`src/hdl/dps_pkg.sv`:
```
package dps_pkg;

   // Default table size and fixed constants of the scheduling policy.
   localparam int SLOTS_DEFAULT     = 64;
   localparam int DEFAULT_PRIO_INIT = 60;
   localparam int DP_MAX            = 100;
   localparam int NICE_SCALE        = 10;
   localparam int NICE_OFFSET       = 5;

   // Operation codes of a request transaction.
   typedef enum logic [2:0] {
      OP_CREATE  = 3'd0,
      OP_PICK    = 3'd1,
      OP_YIELD   = 3'd2,
      OP_SLEEP   = 3'd3,
      OP_WAKEUP  = 3'd4,
      OP_RELEASE = 3'd5
   } op_type;

   // Result status codes.
   typedef enum logic [1:0] {
      RSP_DONE     = 2'd0,
      RSP_EMPTY    = 2'd1,
      RSP_BAD_SLOT = 2'd2
   } rsp_status_type;

   // Life cycle of one task slot.
   typedef enum logic [2:0] {
      SLOT_UNUSED   = 3'd0,
      SLOT_RUNNABLE = 3'd2,
      SLOT_RUNNING  = 3'd3,
      SLOT_SLEEPING = 3'd4
   } slot_state_type;

   typedef struct packed {
      logic [2:0]  operation;
      logic [5:0]  slot;
      logic [15:0] channel;
      logic [31:0] now;
   } req_type;

   typedef struct packed {
      logic [1:0] status;
      logic [5:0] chosen_slot;
      logic [6:0] dyn_priority;
      logic [6:0] woken_count;
   } rsp_type;

   // Record kept per task slot, all but its state, stored as one memory word.
   typedef struct packed {
      logic [6:0]  static_prio;
      logic [3:0]  nice_level;
      logic [31:0] sched_count;
      logic [31:0] birth_tick;
      logic [31:0] run_ticks;
      logic [31:0] slept_ticks;
      logic [31:0] stamp_tick;
      logic [15:0] wait_channel;
   } task_rec_type;

   localparam int REC_W = $bits(task_rec_type);

endpackage

```
`src/hdl/dps_div.sv`:
```
module dps_div (
   input  logic        clock,
   input  logic        reset,
   input  logic        start,
   input  logic [31:0] slept,
   input  logic [31:0] run,
   output logic        done,
   output logic [3:0]  quotient
);

   import dps_pkg::*;

   logic        busy_ff, busy_in;
   logic        done_ff, done_in;
   logic [1:0]  step_ff, step_in;
   logic [36:0] rem_ff, rem_in;
   logic [32:0] den_ff, den_in;
   logic [3:0]  q_ff, q_in;
   logic [37:0] trial;

   // Restoring division, one quotient bit a cycle. The quotient is at most
   // ten, so four steps cover it.
   assign trial = {1'b0, rem_ff} - ({5'b0, den_ff} << step_ff);

   always_comb begin
      busy_in = busy_ff;
      done_in = 1'b0;
      step_in = step_ff;
      rem_in  = rem_ff;
      den_in  = den_ff;
      q_in    = q_ff;
      if (start) begin
         busy_in = 1'b1;
         step_in = 2'd3;
         rem_in  = 37'(slept) * 37'(NICE_SCALE);
         den_in  = {1'b0, slept} + {1'b0, run};
         q_in    = '0;
      end else if (busy_ff) begin
         if (!trial[37]) begin
            rem_in = trial[36:0];
            q_in[step_ff] = 1'b1;
         end
         if (step_ff == 2'd0) begin
            busy_in = 1'b0;
            done_in = 1'b1;
         end else begin
            step_in = step_ff - 2'd1;
         end
      end
   end

   always_ff @(posedge clock) begin
      if (reset) begin
         busy_ff <= 1'b0;
         done_ff <= 1'b0;
      end else begin
         busy_ff <= busy_in;
         done_ff <= done_in;
      end
      step_ff <= step_in;
      rem_ff  <= rem_in;
      den_ff  <= den_in;
      q_ff    <= q_in;
   end

   assign done     = done_ff;
   assign quotient = q_ff;

endmodule

```
`config.mk`:
```
export PLATFORM = sky130hd
export DESIGN_NAME = dps_div
export DESIGN_NICKNAME = d
export VERILOG_FILES = /design/src/hdl/dps_pkg.sv /design/src/hdl/dps_div.sv
export SDC_FILE = /design/constraint.sdc
export NUM_CORES = 1
export LEC_CHECK = 0
export ABC_AREA = 1
export BUFFER_PORTS_ARGS = -buffer_cell sky130_fd_sc_hd__buf_2
export CAP_MARGIN = 20
export CORE_MARGIN = 1
export CORE_UTILIZATION = 63
export DETAILED_ROUTE_END_ITERATION = 8
export HOLD_SLACK_MARGIN = 0.06
export PLACE_DENSITY = 0.88
export RECOVER_POWER = 100
export SYNTH_ARGS = -nofsm -noshare
export SYNTH_HDL_FRONTEND = slang
export SYNTH_SLANG_ARGS = --single-unit
```
`constraint.sdc`:
```
create_clock -name clock -period 4.65 [get_ports clock]
set_clock_uncertainty 0.15 [all_clocks]
set_input_delay 0.465 -clock clock [delete_from_list [all_inputs] [get_ports clock]]
set_output_delay 0.465 -clock clock [all_outputs]
set_load 0.005 [all_outputs]
```
; Yosys cells after proc, flatten, opt, wreduce, memory -nomap -nowiden
; Cells that the tools add are included.
[classes]
n_addsub = 3
n_mul = 1
n_lt_le_gt_ge = 2
n_eq_ne = 1
n_shift = 1
n_mux = 9
n_bitwise = 4
reduce_logical = 7
[op_table]
columns = operator, n
row1 = $mux 36, 3
row2 = $shl 33x2->38, 1
row3 = $sub 37x38->38, 1
row4 = $mul 32x3->35 const B, 1
row5 = $add 32x32->33, 1
row6 = $reduce_and 2->1, 3
row7 = $mux 1, 5
row8 = $or 4x4->4, 1
row9 = $lt 2x3->1 const B, 1
row10 = $not 1->1, 3
row11 = $reduce_or 3->1, 1
row12 = $demux 1 s2, 1
row13 = $ge 2x1->1 const B, 1
row14 = $logic_not 2->1, 1
row15 = $ne 2x2->1 const B, 1
row16 = $reduce_bool 2->1, 1
row17 = $sub 2x1->2 const B, 1
row18 = $logic_and 1x1->1, 1
[totals]
register_bits = 78
output_inout_bits = 5
word_cells = 35

; Longest topological paths before layout
[logic_depth]
depth_word = 5
ltp_mapped = 21
mapped_depth_nobuf = 19

; Least setup slack after synthesis
; No wires, ideal clock.
[synth_timing]
kind = flip-flop to flip-flop
startpoint = reg step_ff[0]
endpoint = reg rem_ff[10], enable pin
setup_time_ns = 0.498
arrival_time_ns = 3.033
setup_slack_ns = 0.969
path_stages_with_launch = 16
path_buffers = 2
period_less_slack_ns = 3.681
path_cell_list = dfxtp_1 clkbuf_1 clkbuf_1 nand2_1 nand2_1 inv_1 nand2_1 o21ai_0 ha_1 a21oi_1 a21boi_1 nand2_1 a21oi_1 nand2_4 nand2_4 nand2_1
[synth_between]
elab_chain_cells = 4
[synth_lines]
columns = item, line_no
row1 = from (decl), dps_div.sv:15  ; logic [1:0] step_ff, step_in;
row2 = from (signal assigned), dps_div.sv:60  ; step_ff <= step_in;
row3 = $shl 33x2->38, dps_div.sv:23  ; assign trial = {1'b0, rem_ff} - ({5'b0, den_ff} << step_ff);
row4 = $sub 37x38->38, dps_div.sv:23
row5 = $ne 2x2->1 (no line), --
row6 = $reduce_and 2->1 (no line), --
row7 = to (signal assigned), dps_div.sv:61  ; rem_ff <= rem_in;
row8 = to (decl), dps_div.sv:16  ; logic [36:0] rem_ff, rem_in;
; Every way passes these cells.
; A chain may end at the register's enable or synchronous reset.

; Worst setup path after layout
[layout_timing]
startpoint = in start
endpoint = reg rem_ff[31] (data pin)
[layout_between]
elab_chain_cells = 1
[layout_lines]
columns = item, line_no
row1 = from (decl), dps_div.sv:4  ; input logic start,
row2 = $mux 36, dps_div.sv:32  ; if (start) begin
row3 = via rem_in[31], dps_div.sv:16
; The timed path passes the listed nets, and every way through them passes these cells.

==> metrics.cfg <==
[power]
leakagePower_nw=5.35
powerDensity_nw_per_um2=381
ir_drop_mv=0.195
total_power_mw=4.17

[global_route]
grt_overflow_total=0
antenna_found_initial=1
grt_busiest_layer=met2
grt_max_degree=64
grt.met1_usage_pct=48.6
track_usage_pct=37.9
grt_pass1_wl_um=48500
grt_pass1_vias=10100
grtUsageMet3_pct=5.16
grt_use_met2_pct=64.1

[setup_path]
r2r_cells=14
r2r_slack_ps=520
critPathKind=in -> reg
crit_fanout=63
crit_start=start
worstSetupStartpointType=input port
arrival_ps=4080
reg2reg_from=step_ff[1]$_SDFFE_PP1P_
crit_required_ps=4590
crit_path_end_kind=flop
timing.rr.end=rem_ff[24]$_DFFE_PP_

[layout]
final_area_um2=10900
final_util_pct=69.1
drive_above_1_share_pct=6.59
area_growth_pct=7.42
nets=1805
antennaDiodeCount=0
instances_no_fill=1824

[min_path]
whs_endpoint=busy_ff$_SDFF_PP0_
whs_path_depth=2
hp-start=reset
min_path_type=in -> reg

[timing]
fin_crit_ps=4140
finalCritPeriodShare_pct=89.0
max_slew_margin_pct=-109
tightest_slew_ps=3130
setup_viol=0
max_freq_mhz=242
setup_tns_ps=0
hold_viol=0
slew_violations=64
rsz0062_at_grt=false
holdWs_ps=177
setup_slack_ps=513

[drt]
finalWirelength_um=31600
wl_per_cell_um=17.3
via_count=10900
ant_nets=0
first_pass_iters=6
drcViolationCount=0
drt_first_iter_violations=1087
vias_per_cell=5.96

[logic_synthesis]
ys_warn_count=0
ys_top_cells_by_area=edfxtp_1 (20%), nand2_1 (18%), ha_1 (16%)
synthArstFlopShare_pct=0
synth_top_area_share_pct=20.1
yosysUniqueCellTypes=40
syn-cell-area_um2=10200
syn-num-nets=1738
seq_area_frac_synth_pct=22.0
synth_edf_count=68
ys_seq_elements=78
synth.largest_area_cell=edfxtp_1
avgSynthCellArea_um2=6.63
syn_inst=1536
synthFlopType=edfxtp_1

[cts]
clock-root-buffer=clkbuf_16
insertion_delay_ps=350
cts_tree=yes
htreeDepth=3
clkTransAtPathRegs_ps=60
cts_buffers=9
cts_resized=0
postCtsSetupBuffers=0
cts_buffer_depth=2
cts_sinks=78
ctsHoldBuffers=0

[placed_design]
gp_congestion=1.02
dp_slack_ps=626
dp_hpwl_um=25900
post_dp_cell_area_um2=10700
io_buffers=71
place_inst=1808

[die]
floorplan.die_area_um2=16700
rows=46
initial_core_util_pct=64.3
die_w_um=129
core_um2=15800
io_pins=72
die_h_um=129

[status]
status=finished with violations
violations=max-capacitance violations, max-slew violations

[run]
cap_violations=1

## cell usage in the layout (no fill, tap or decap), types with 26 or more instances in the layout
cell and n:
o21ai_0 127, nand3_1 82, ha_1 132, xnor2_1 26, xor2_1 34, edfxtp_1 68, nor2_1 137, a21oi_1 127
inv_1 152, buf_2 63, nand2_1 485
## synthesized netlist by cell type (all sizes together) (5+ instances only)
master,n
xor2,34
edfxtp,68
clkbuf,15
a31oi,7
nand3,89
buf,6
ha,132
nor2,141
nor3,21
nand4,16
o21a,9
nand2,491
inv,152
a21o,6
o21bai,18
xnor2,26
dfxtp,10
a21oi,128
o21ai,129
nor4,5
nand3b,18
## worst max-delay path by stage
stage          slack (ps)  depth (start not counted)                    to
5_1_grt               160                         15  rem_ff[34]$_DFFE_PP_
3_5_place_dp          630                         11  rem_ff[34]$_DFFE_PP_
6_report              510                          5  rem_ff[31]$_DFFE_PP_
4_1_cts               580                         11  rem_ff[24]$_DFFE_PP_
2_1_floorplan         970                         15  rem_ff[10]$_DFFE_PP_
3_3_place_gp          750                         11  rem_ff[34]$_DFFE_PP_
## cells by family after synthesis
group,after synthesis,synth area share [%]
compound gates,303,16.8
flops,78,22.0
simple gates,785,32.5
buf+inv,174,6.67
mux,1,0.0983
xor+xnor,60,5.16
fa+ha+maj,135,16.8
## flip-flops by register name, summed over array words and instances, names as in the netlist
signal    cells
done          1
busy_ff       1
quotient      4
rem_ff       37
den_ff       33
step_ff       2
## worst max-delay path: stages
cell and delay (ps):
clkbuf_1 120, clkbuf_1 2230, nor2_2 830, nand3_1 340, nand2_1 70
## power breakdown
part	internal [mW]	leakage (nW)	total, mW	switching, mW
Clock	0.417	0.143	0.716	0.299
Combinational	0.813	4.44	2.44	1.63
Sequential	0.932	0.765	1.01	0.0758
Total	2.16	5.35	4.17	2.01
## layer usage
layer | share of wire, % | vias up
met5 | 0.041 | -
met4 | 4.0 | 2
met3 | 7.5 | 100
met2 | 46 | 562
met1 | 43 | 4904
li1 | - | 5304
## layout make-up
class | count | area [µm²]
repair buffers | 77 | 387
fillers | 1456 | 4890
multi-input cells | 1284 | 7160
flip-flops and latches | 78 | 2240
well taps | 216 | 270
inverters | 153 | 574
clock buffers | 9 | 225
clock inverters | 7 | 72.6
Power figures use the tool's default switching activity.
