**src/hdl/dps_ram.sv**
```systemverilog
module dps_ram #(
   parameter int WIDTH = 8,
   parameter int DEPTH = 64
) (
   input  logic                     clock,
   input  logic                     wr_en,
   input  logic [$clog2(DEPTH)-1:0] wr_addr,
   input  logic [WIDTH-1:0]         wr_data,
   input  logic [$clog2(DEPTH)-1:0] rd_addr,
   output logic [WIDTH-1:0]         rd_data
);

   logic [WIDTH-1:0] mem_ff [DEPTH];
   logic [WIDTH-1:0] rd_data_ff;

   // One write port and one registered read port.
   always_ff @(posedge clock) begin
      if (wr_en) begin
         mem_ff[wr_addr] <= wr_data;
      end
      rd_data_ff <= mem_ff[rd_addr];
   end

   assign rd_data = rd_data_ff;

endmodule

```
**config.mk**
```make
export PLATFORM = sky130hd
export DESIGN_NAME = dps_ram
export DESIGN_NICKNAME = d
export VERILOG_FILES = /design/src/hdl/dps_ram.sv
export SDC_FILE = /design/constraint.sdc
export NUM_CORES = 1
export LEC_CHECK = 0
export CORE_AREA = 2 2 227 206
export DETAILED_ROUTE_END_ITERATION = 7
export DIE_AREA = 0 0 229 208
export DONT_BUFFER_PORTS = 1
export GPL_TIMING_DRIVEN = 0
export PLACE_DENSITY = 0.68
export SETUP_SLACK_MARGIN = 0.2
export SYNTH_ARGS = -nofsm -noshare
export SYNTH_HDL_FRONTEND = slang
export SYNTH_SLANG_ARGS = --single-unit
```
**constraint.sdc**
```tcl
create_clock -name clock -period 2.4 [get_ports clock]
set_input_delay 0.24 -clock clock [delete_from_list [all_inputs] [get_ports clock]]
set_output_delay 0.24 -clock clock [all_outputs]
set_load 0.05 [all_outputs]
```
## After elaboration in Yosys (flattened, before gate mapping)

Memory sizes are Yosys's and may differ from the RTL's. A register that Yosys moved wholly into a read port is not among the register bits.
Cells that the tools add are included.

| cells by class | value |
|---|---|
| multiplexer cells | 2 |

Operators with widths:

| operator | number |
|---|---|
| 1-bit 2-to-1 mux | 2 |

| storage, ports and cells | value |
|---|---|
| register bits after elaboration | 0 |
| memory bits (writable) | 512 |
| input bits | 22 |
| output and inout bits | 8 |
| word-level logic and storage cells | 3 |
| memories kept | 1 |

Memory list:

| memory | depth | width | rd ports | clocked after Yosys merged registers in | write ports | RTL line | source |
|---|---|---|---|---|---|---|---|
| mem_ff | 64 | 8 | 1 | 1 | 1 | 13 | `logic [WIDTH-1:0] mem_ff [DEPTH];` |

## Logic depth before layout (Yosys ltp)

Gate-level depths: netlist of run 1.

| depth | value |
|---|---|
| depth in word-level cells | 2 |
| gate-level depth with buffers | 9 |
| gate-level depth less buffers | 5 |

## Worst setup path before layout of run 1

Ideal clock, no wire load.

| timing path | value |
|---|---|
| kind | input to register |
| start point | in rd_addr[1] |
| end point | reg rd_data_ff[3] (netlist: rd_data[3]) (read register of mem_ff) |
| library setup time | 128 ps |
| data arrival time | 1780 ps |
| data required time | 2272 ps |
| path slack | 492 ps |
| stages | 7 |
| path buffers | 3 |
| path through | buf_4 -> buf_2 -> buf_2 -> mux4_2 -> mux4_2 -> o21ai_1 -> o41ai_1 |

RTL lines:

| what | RTL line | source |
|---|---|---|
| start: declaration | 9 | `input logic [$clog2(DEPTH)-1:0] rd_addr,` |
| end: declaration | 14 | `logic [WIDTH-1:0] rd_data_ff;` |

==> flow_summary.json, run 1 <==
{
  "status": "completed",
  "fin_crit_ps": 2190,
  "postSynthAreaPerCell_um2": 21.5,
  "grt_max_degree": 65,
  "gp_congestion": 0.867,
  "route.detailed.drc": 0,
  "synth_seq_cells": 520,
  "maxCapViolCount": 0,
  "synth-simple-area-share_pct": 3.39,
  "p_switching_w": 0.00402,
  "synth_top_family_by_area": "multiplexers",
  "intPower_w": 0.0151,
  "power.share.clock_pct": 41.6,
  "clk_pin_slew_worst_paths_ps": 60,
  "finalMaxSlewViolations": 0,
  "clk_path_buf_depth": 3,
  "slew_headroom_pct": 22.2,
  "cp.required_ps": 2820,
  "finalHoldViolations": 0,
  "num_io_pins": 30,
  "grt_pass1_wl_mm": 69.0,
  "tightestPinTransition_ps": 1160,
  "layout-area-overhead-vs-synth_pct": 13.4,
  "cts_sinks": 520,
  "end_kind": "flip-flop",
  "fin_crit_sh_pct": 91.1,
  "grt_pass1_vias": 9893,
  "drtIter0Drc": 1307,
  "p_per_area_nw_per_um2": 834,
  "skew_ps": 20.4,
  "dieArea_um2": 47600,
  "htreeDepth": 2,
  "firstDrtPassIters": 5,
  "path_class": "in -> reg",
  "path_max_fanout": 10,
  "grt_usage_pct": 20.2,
  "chipWidth_um": 229,
  "synth.cell_area_um2": 20200,
  "clock_latency_ps": 590,
  "synth_compound_area_share_pct": 2.07,
  "synth-adder-area-share_pct": 0,
  "cts_tree": "yes",
  "clockRootBuffer": "clkbuf_16",
  "layout.cells.non_filler": 1645,
  "row_count": 74,
  "fillers": 3630,
  "synth_xor_area_share_pct": 0,
  "ys_warn_count": 0,
  "regArea_um2": 15500,
  "setup_viol": 0,
  "synthMuxAreaShare_pct": 15.9,
  "die_h_um": 208,
  "nets": 1022,
  "seq_area_frac_synth_pct": 77.0,
  "syn_nets": 962,
  "cts_setup_buffers": 0,
  "whs_ps": 27.6,
  "multi_input_area_um2": 4380,
  "fmax_mhz": 458,
  "dpl.hpwl_mm": 29.6,
  "hp-class": "in -> reg",
  "cts_made_buffers": 49,
  "antenna_found_initial": 2,
  "initial_core_util_pct": 44.6,
  "critPathArrivalTime_ps": 2610,
  "drive_gt1_share_pct": 25.8,
  "synth_cells": 940,
  "dpl.cell_count": 1548,
  "detail-route-antenna-nets": 0,
  "dr_total_vias": 9839,
  "avgRoutedWirePerCell_um": 28.9,
  "wirelength_mm": 47.5,
  "core-area_um2": 45200,
  "rsz0062_at_grt": "true",
  "grt_overflow": 0,
  "p_comb_share_pct": 5.3,
  "ir_drop_v": 0.000607,
  "swShare_pct": 21.1,
  "via_per_inst": 5.98,
  "p_seq_share_pct": 53.1,
  "start_kind": "input pin",
  "io_buffers": 0,
  "p_leak_nw": 7.06,
  "synthDistinctLibCells": 40
}
[timing repair]
| item | 4_1_cts | 5_1_grt |
|---|---|---|
| hold buffers | 9 | 0 |
| resized for setup | 6 | 21 |
| setup endpoints to repair | 5 | 23 |
| endpoints found under the hold margin | 515 | 0 |
[layout make-up]
class	count	share of cell area [%]
buffer	51	1.45
multi-input combinational	369	19.2
sequential	520	67.9
clock buffer	60	5.73
clock inverter	27	1.37
tap	608	3.33
timing repair buffer	9	1.01
antenna	1	0.0109
[worst max-delay path, cell delays in order]
cell      delay, ps
buf_4           160
buf_2           310
buf_4           300
clkbuf_4        340
nand3_2         280
o221ai_1        460
a21oi_1          70
o21ai_1         230
o41ai_4         190
[sequential cells by signal, indices dropped and copies added (netlist names)]
signal and flops:
rd_data 8, mem_ff 512
[cells in the mapped netlist (all sizes together)]
| cell type | count | share of area [%] |
|---|---|---|
| a211oi | 4 | 0.15 |
| nor4 | 2 | 0.062 |
| a21oi | 3 | 0.074 |
| o32ai | 2 | 0.087 |
| a2111oi | 2 | 0.087 |
| a31oi | 1 | 0.031 |
| nor3 | 7 | 0.17 |
| o2bb2ai | 3 | 0.13 |
| nand3b | 3 | 0.11 |
| mux2 | 13 | 0.73 |
| o2111ai | 3 | 0.13 |
| o21ai | 4 | 0.099 |
| a22oi | 3 | 0.11 |
| and2 | 1 | 0.031 |
| edfxtp | 512 | 76 |
| dfxtp | 8 | 0.79 |
| nand2 | 19 | 0.35 |
| nand4b | 1 | 0.043 |
| o221a | 2 | 0.11 |
| mux4 | 126 | 14 |
| o311ai | 1 | 0.043 |
| nor2 | 83 | 1.5 |
| o41ai | 2 | 0.087 |
| mux2i | 23 | 1.1 |
| clkbuf | 17 | 0.32 |
| or3 | 1 | 0.031 |
| o22ai | 8 | 0.25 |
| buf | 34 | 1.3 |
| a221oi | 6 | 0.26 |
| o21a | 2 | 0.074 |
| nand2b | 7 | 0.22 |
| nand3 | 13 | 0.32 |
| nand4 | 2 | 0.062 |
| nor2b | 14 | 0.43 |
| o221ai | 8 | 0.35 |
[metal layers]
layer,share of wire [%],track usage (%),vias up
met2,46,30.3,542
met5,0.027,0,-
li1,-,-,4055
met3,11,5.03,90
met1,41,29.3,5150
met4,2.9,6.25,2
[per-stage QoR]
stage	TNS (ps)	worst slack (ps)	total power, W	utilization [%]	cell area [µm²]
after floorplan	0	492	0.0109	-	20200
after global placement	-23280	-779	0.0111	46.3	20900
after detailed placement	-35640	-767	0.0111	46.3	20900
after CTS	0	87.3	0.0191	50.5	22800
after global routing	0	188	0.0196	50.6	22900
final	0	214	0.0191	50.6	22900
[power groups by stage]
stage | Combinational [W] | Clock [W] | Sequential [W]
floorplan | 0.000536 | 0 | 0.0103
global placement | 0.000795 | 0 | 0.0103
detailed placement | 0.000799 | 0 | 0.0103
CTS | 0.000987 | 0.00801 | 0.0101
global route | 0.00106 | 0.00839 | 0.0101
finish | 0.00101 | 0.00794 | 0.0101
[path summary, 6_finish.rpt]
kind | startpoint | slack (ps) | depth (start not counted) | endpoint
setup / recovery | rd_addr[1] | 210 | 9 | rd_data[5]$_DFF_P_
hold / removal | wr_data[1] | 30 | 1 | mem_ff[16][1]$_DFFE_PP_
setup reg to reg | mem_ff[39][5]$_DFFE_PP_ | 300 | 4 | rd_data[5]$_DFF_P_
hold reg to reg | mem_ff[18][2]$_DFFE_PP_ | 970 | 4 | rd_data[2]$_DFF_P_
[cell usage in the layout, fill, tap and decap left out, types with 6 or more instances in the layout]
master	n
a221oi_1	6
buf_16	8
buf_2	10
buf_4	13
bufinv_16	7
clkbuf_1	22
clkbuf_16	51
clkinv_1	6
clkinv_2	10
dfxtp_1	8
edfxtp_1	512
mux2_2	13
mux2i_1	23
mux4_2	126
nand2_1	19
nand2b_1	7
nand3_1	12
nor2_1	81
nor2b_1	14
o221ai_1	8
o22ai_1	8
[kinds of logic (layout without fill, tap and decap cells)]
| family | count (synthesis) | after routing |
|---|---|---|
| buf+inv | 51 | 147 |
| compound gates | 54 | 54 |
| flops | 520 | 520 |
| other cells | 0 | 1 |
| mux | 162 | 162 |
| simple gates | 153 | 153 |
Power figures use the tool's default switching activity.
==> run 2: changes to the inputs <==
--- a/config.mk
+++ b/config.mk
@@ -11,6 +11,7 @@
 export DONT_BUFFER_PORTS = 1
 export GPL_TIMING_DRIVEN = 0
 export PLACE_DENSITY = 0.68
+export RECOVER_POWER = 100
 export SETUP_SLACK_MARGIN = 0.2
 export SYNTH_ARGS = -nofsm -noshare
 export SYNTH_HDL_FRONTEND = slang
==> constraint.sdc (replaced) <==
create_clock -name clock -period 2.1 [get_ports clock]
set_input_delay 0.21 -clock clock [delete_from_list [all_inputs] [get_ports clock]]
set_output_delay 0.21 -clock clock [all_outputs]
set_load 0.05 [all_outputs]
==> run 2 against run 1 <==
Effect of this change:
- via count is 1.1% higher
- first-iteration DRC count increased by 5.5%
- flip-flop and latch count unchanged
- clock skew rose by 10 ps
- non-clock buffer count rose by 1
- setup slack lost 150 ps
- clock power is 14% higher
- final area rose by 0.38%
- total power rose by 15%
- sequential share of layout area fell by 0.26 points
- final cell count is essentially flat
- die area stayed put
==> flow_summary.json, run 2 (synthesis results as in run 1) <==
{
  "status": "completed",
  "fin_crit_sh_pct": 97.1,
  "ir_drop_v": 0.000692,
  "regMostFlops": "mem_ff",
  "clock_latency_ps": 590,
  "cts_tree": "yes",
  "hp-class": "in -> reg",
  "antenna_found_initial": 1,
  "tightestPinTransition_ps": 1460,
  "cp.required_ps": 2540,
  "path_class": "reg -> reg",
  "dr_total_vias": 9952,
  "route.detailed.drc": 0,
  "rsz0062_at_grt": "true",
  "end_kind": "flip-flop",
  "post-route-util_pct": 50.8,
  "clk_pin_slew_worst_paths_ps": 70,
  "start_kind": "flip-flop",
  "fmax_mhz": 490,
  "row_count": 74,
  "p_per_area_nw_per_um2": 952,
  "whs_ps": 46.8,
  "clk_path_buf_depth": 3,
  "grt_pass1_wl_mm": 69.2,
  "via_per_inst": 6.05,
  "layout.cells.non_filler": 1646,
  "htreeDepth": 2,
  "io_buffers": 0,
  "fin_crit_ps": 2040,
  "setup_viol": 0,
  "finalMaxSlewViolations": 0,
  "layout_commonest_cell": "edfxtp_1",
  "finalHoldViolations": 0,
  "slew_headroom_pct": 2.92,
  "path_max_fanout": 1,
  "largest_reg_flops": 512,
  "p_leak_nw": 7.05,
  "dieArea_um2": 47600,
  "avgRoutedWirePerCell_um": 29.0,
  "maxCapViolCount": 0,
  "initial_core_util_pct": 44.6,
  "dpl.cell_count": 1548,
  "detail-route-antenna-nets": 0,
  "drtIter0Drc": 1379,
  "fin_ws_ps": 60.9,
  "grt_overflow": 0,
  "firstDrtPassIters": 7,
  "grt_pass1_vias": 9999,
  "grt_max_degree": 65,
  "skew_ps": 30.5,
  "cts_made_buffers": 49,
  "critPathArrivalTime_ps": 2480,
  "grt_usage_pct": 20.2,
  "layout-area-overhead-vs-synth_pct": 13.8,
  "fin_setup_tns_ps": 0,
  "nets": 1023,
  "cts_sinks": 520,
  "gp_congestion": 0.867,
  "dp_slack_ps": -1040,
  "core-area_um2": 45200,
  "most-common-layout-cells": "edfxtp_1, mux4_2, nor2_1, clkbuf_16, nor2_2",
  "drive_gt1_share_pct": 29.8,
  "num_io_pins": 30,
  "clockRootBuffer": "clkbuf_16",
  "die_h_um": 208,
  "wirelength_mm": 47.8,
  "chipWidth_um": 229,
  "dpl.hpwl_mm": 29.6
}
run 2: cell types whose count changed in the layout (fill, tap and decap cells not counted), sizes merged:
cell	before	now
buf	39	29
clkbuf	80	89
clkdlybuf4s15	0	1
dlygate4sd3	1	2
run 2: final timing paths:
path / start / slack [ps] / endpoint / cells past startpoint
setup / recovery: mem_ff[21][4]$_DFFE_PP_ / 60 / rd_data[4]$_DFF_P_ / 5
hold / removal: rd_addr[5] / 50 / rd_data[3]$_DFF_P_ / 4
setup reg to reg: mem_ff[21][4]$_DFFE_PP_ / 60 / rd_data[4]$_DFF_P_ / 5
hold reg to reg: mem_ff[18][2]$_DFFE_PP_ / 970 / rd_data[2]$_DFF_P_ / 4
run 2: area by class of cell:
cell class                 count  area, µm²
clock inverter                27        314
tap                          608        761
multi-input combinational    369       4610
antenna                        1       2.50
sequential                   520      15500
buffer                        51        358
clock buffer                  60       1310
timing repair buffer          10       60.1
fill                        3617      22200
run 2: repair_timing:
| item | in CTS | in global routing |
|---|---|---|
| hold buffers | 10 | 0 |
| setup buffers | 0 | 0 |
| resized for setup | 54 | 45 |
| setup endpoints to repair | 120 | 316 |
| endpoints found under the hold margin | 515 | 0 |
| pin swaps | 5 | 3 |
run 2: where the power goes:
| part | internal [W] | switching, W |
|---|---|---|
| Combinational | 0.000430 | 0.000749 |
| Sequential | 0.0115 | 0.0000953 |
| Clock | 0.00529 | 0.00379 |
| Total | 0.0172 | 0.00464 |
run 2: per-stage QoR:
stage	power, W	instance area [µm²]
global placement	0.0127	20900
global route	0.0224	23000
detailed placement	0.0127	20900
floorplan	0.0124	20200
finish	0.0218	23000
CTS	0.0219	23000
run 2: critical path, cell delays in order, from the launching register on:
cell	delay, ps
edfxtp_1	350
mux4_2	480
mux2_4	300
o221a_4	270
nor3_2	350
o32ai_4	160
run 2: per-layer routing:
| metal | global-route usage (%) | wire, µm |
|---|---|---|
| met5 | 0 | 0 |
| met4 | 6.38 | 1140 |
| met3 | 5.10 | 4870 |
| met2 | 30.4 | 22100 |
| met1 | 29.3 | 19600 |
==> run 3: changes to the inputs <==
--- a/config.mk
+++ b/config.mk
@@ -10,7 +10,6 @@
 export DIE_AREA = 0 0 229 208
 export DONT_BUFFER_PORTS = 1
 export GPL_TIMING_DRIVEN = 0
-export PLACE_DENSITY = 0.68
 export RECOVER_POWER = 100
 export SETUP_SLACK_MARGIN = 0.2
 export SYNTH_ARGS = -nofsm -noshare
==> constraint.sdc (replaced) <==
create_clock -name clock -period 2 [get_ports clock]
set_input_delay 0.2 -clock clock [delete_from_list [all_inputs] [get_ports clock]]
set_output_delay 0.2 -clock clock [all_outputs]
set_load 0.05 [all_outputs]
==> run 3 against run 2 <==
Effect of this change:
- global-route usage shrank 0.14 points
- setup slack lost 55 ps
- final area grew 0.39%
- total power grew 3.5%
- combinational power grew 8%
- via count shrank 1.8%
- count of clock-buffer cells in the layout grew 8
- non-clock buffer count grew 3
- final cell count grew 0.61%
- worst hold slack gained 27 ps
- register-to-register slack lost 50 ps
- utilization grew 0.20 points
- critical path type unchanged
- critical endpoint is now rd_data[0]$_DFF_P_
- largest power group unchanged
==> flow_summary.json, run 3 (synthesis results as in run 1) <==
{
  "status": "completed",
  "whs_ps": 73.8,
  "die_h_um": 208,
  "grt_pass1_wl_mm": 68.6,
  "num_io_pins": 30,
  "rsz0062_at_grt": "true",
  "cts_made_buffers": 51,
  "start_kind": "flip-flop",
  "critPathArrivalTime_ps": 2430,
  "cts_tree": "yes",
  "row_count": 74,
  "largest_reg_flops": 512,
  "nets": 1028,
  "fin_crit_sh_pct": 99.7,
  "setup_viol": 0,
  "fin_setup_tns_ps": 0,
  "layout.cells.non_filler": 1656,
  "dpl.cell_count": 1548,
  "core-area_um2": 45200,
  "p_per_area_nw_per_um2": 981,
  "gp_congestion": 0.906,
  "chipWidth_um": 229,
  "diodes": 0,
  "layout_commonest_cell": "edfxtp_1",
  "p_leak_nw": 7.09,
  "grt_usage_pct": 20.1,
  "path_class": "reg -> reg",
  "antenna_found_initial": 3,
  "finalHoldViolations": 0,
  "maxCapViolCount": 0,
  "dr_total_vias": 9773,
  "most-common-layout-cells": "edfxtp_1, mux4_2, nor2_1, clkbuf_16, nor2_2",
  "clockRootBuffer": "clkbuf_16",
  "fin_crit_ps": 1990,
  "dieArea_um2": 47600,
  "hp-class": "in -> reg",
  "post-route-util_pct": 51.0,
  "tightestPinTransition_ps": 1470,
  "skew_ps": 9.75,
  "io_buffers": 0,
  "cts_sinks": 520,
  "avgRoutedWirePerCell_um": 28.9,
  "end_kind": "flip-flop",
  "clock_latency_ps": 570,
  "path_max_fanout": 1,
  "via_per_inst": 5.90,
  "cp.required_ps": 2430,
  "slew_headroom_pct": 1.92,
  "grt_pass1_vias": 9791,
  "wirelength_mm": 47.9,
  "grt_overflow": 0,
  "finalMaxSlewViolations": 0,
  "drtIter0Drc": 1134,
  "route.detailed.drc": 0,
  "firstDrtPassIters": 7,
  "regMostFlops": "mem_ff",
  "fmax_mhz": 502,
  "grt_max_degree": 65,
  "clk_pin_slew_worst_paths_ps": 60,
  "initial_core_util_pct": 44.6,
  "clk_path_buf_depth": 3,
  "htreeDepth": 2,
  "layout-area-overhead-vs-synth_pct": 14.3,
  "drive_gt1_share_pct": 30.4,
  "dpl.hpwl_mm": 30.0,
  "detail-route-antenna-nets": 0,
  "ir_drop_v": 0.000764
}
## run 3: cell types whose count changed in the layout (fill, tap and decap cells not counted), sizes merged
cell and delta:
clkinvlp -2, buf +8, clkbuf +3, inv -1, clkinv +8, bufinv -5, diode -1
## run 3: routing by layer
layer	global-route usage, %	routed length [µm]	vias up	part of all wire (%)
met5	0	13	-	0.027
li1	-	-	4070	-
met3	5.40	4500	67	9.4
met2	30.9	22400	455	47
met4	4.97	946	2	2.0
met1	28.8	20000	5179	42
## run 3: worst max-delay path: stages (launching register included)
cell and delay, ps:
edfxtp_1 360, mux4_2 520, mux4_2 580, nor2_4 170, nor3_4 60, o2bb2ai_2 170
## run 3: repair_timing
action,4_1_cts,5_1_grt
hold buffers,10,0
buffers inserted,1,2
pin swaps,6,2
gates resized for setup,106,34
endpoints found under the setup margin,280,176
hold endpoints to repair,515,0
## run 3: through the flow
step           setup WS, ps  power [W]  area (µm²)
2_1_floorplan           209     0.0130       20200
3_3_place_gp          -1180     0.0134       20900
3_5_place_dp          -1130     0.0134       20900
4_1_cts                2.89     0.0227       23200
5_1_grt               -11.6     0.0232       23000
6_report               6.26     0.0226       23000
## run 3: final cells by class
type / instances / area [µm²]
Clock buffer: 68 / 1420
Timing Repair Buffer: 13 / 82.6
Tap cell: 608 / 761
Clock inverter: 27 / 170
Sequential cell: 520 / 15500
Fill cell: 3626 / 22100
Buffer: 51 / 377
Multi-Input combinational cell: 369 / 4700
## run 3: path summary, 6_finish.rpt
path	start	end	slack, ps	cells past startpoint
hold reg to reg	mem_ff[18][1]$_DFFE_PP_	rd_data[1]$_DFF_P_	920	4
setup / recovery	mem_ff[3][0]$_DFFE_PP_	rd_data[0]$_DFF_P_	6	5
setup reg to reg	mem_ff[3][0]$_DFFE_PP_	rd_data[0]$_DFF_P_	6	5
hold / removal	rd_addr[5]	rd_data[3]$_DFF_P_	70	4
## run 3: power by group
group          switching, W  internal, W  total [W]
sequential        0.0000990       0.0121     0.0122
combinational      0.000807     0.000467    0.00127
clock               0.00394      0.00523    0.00917
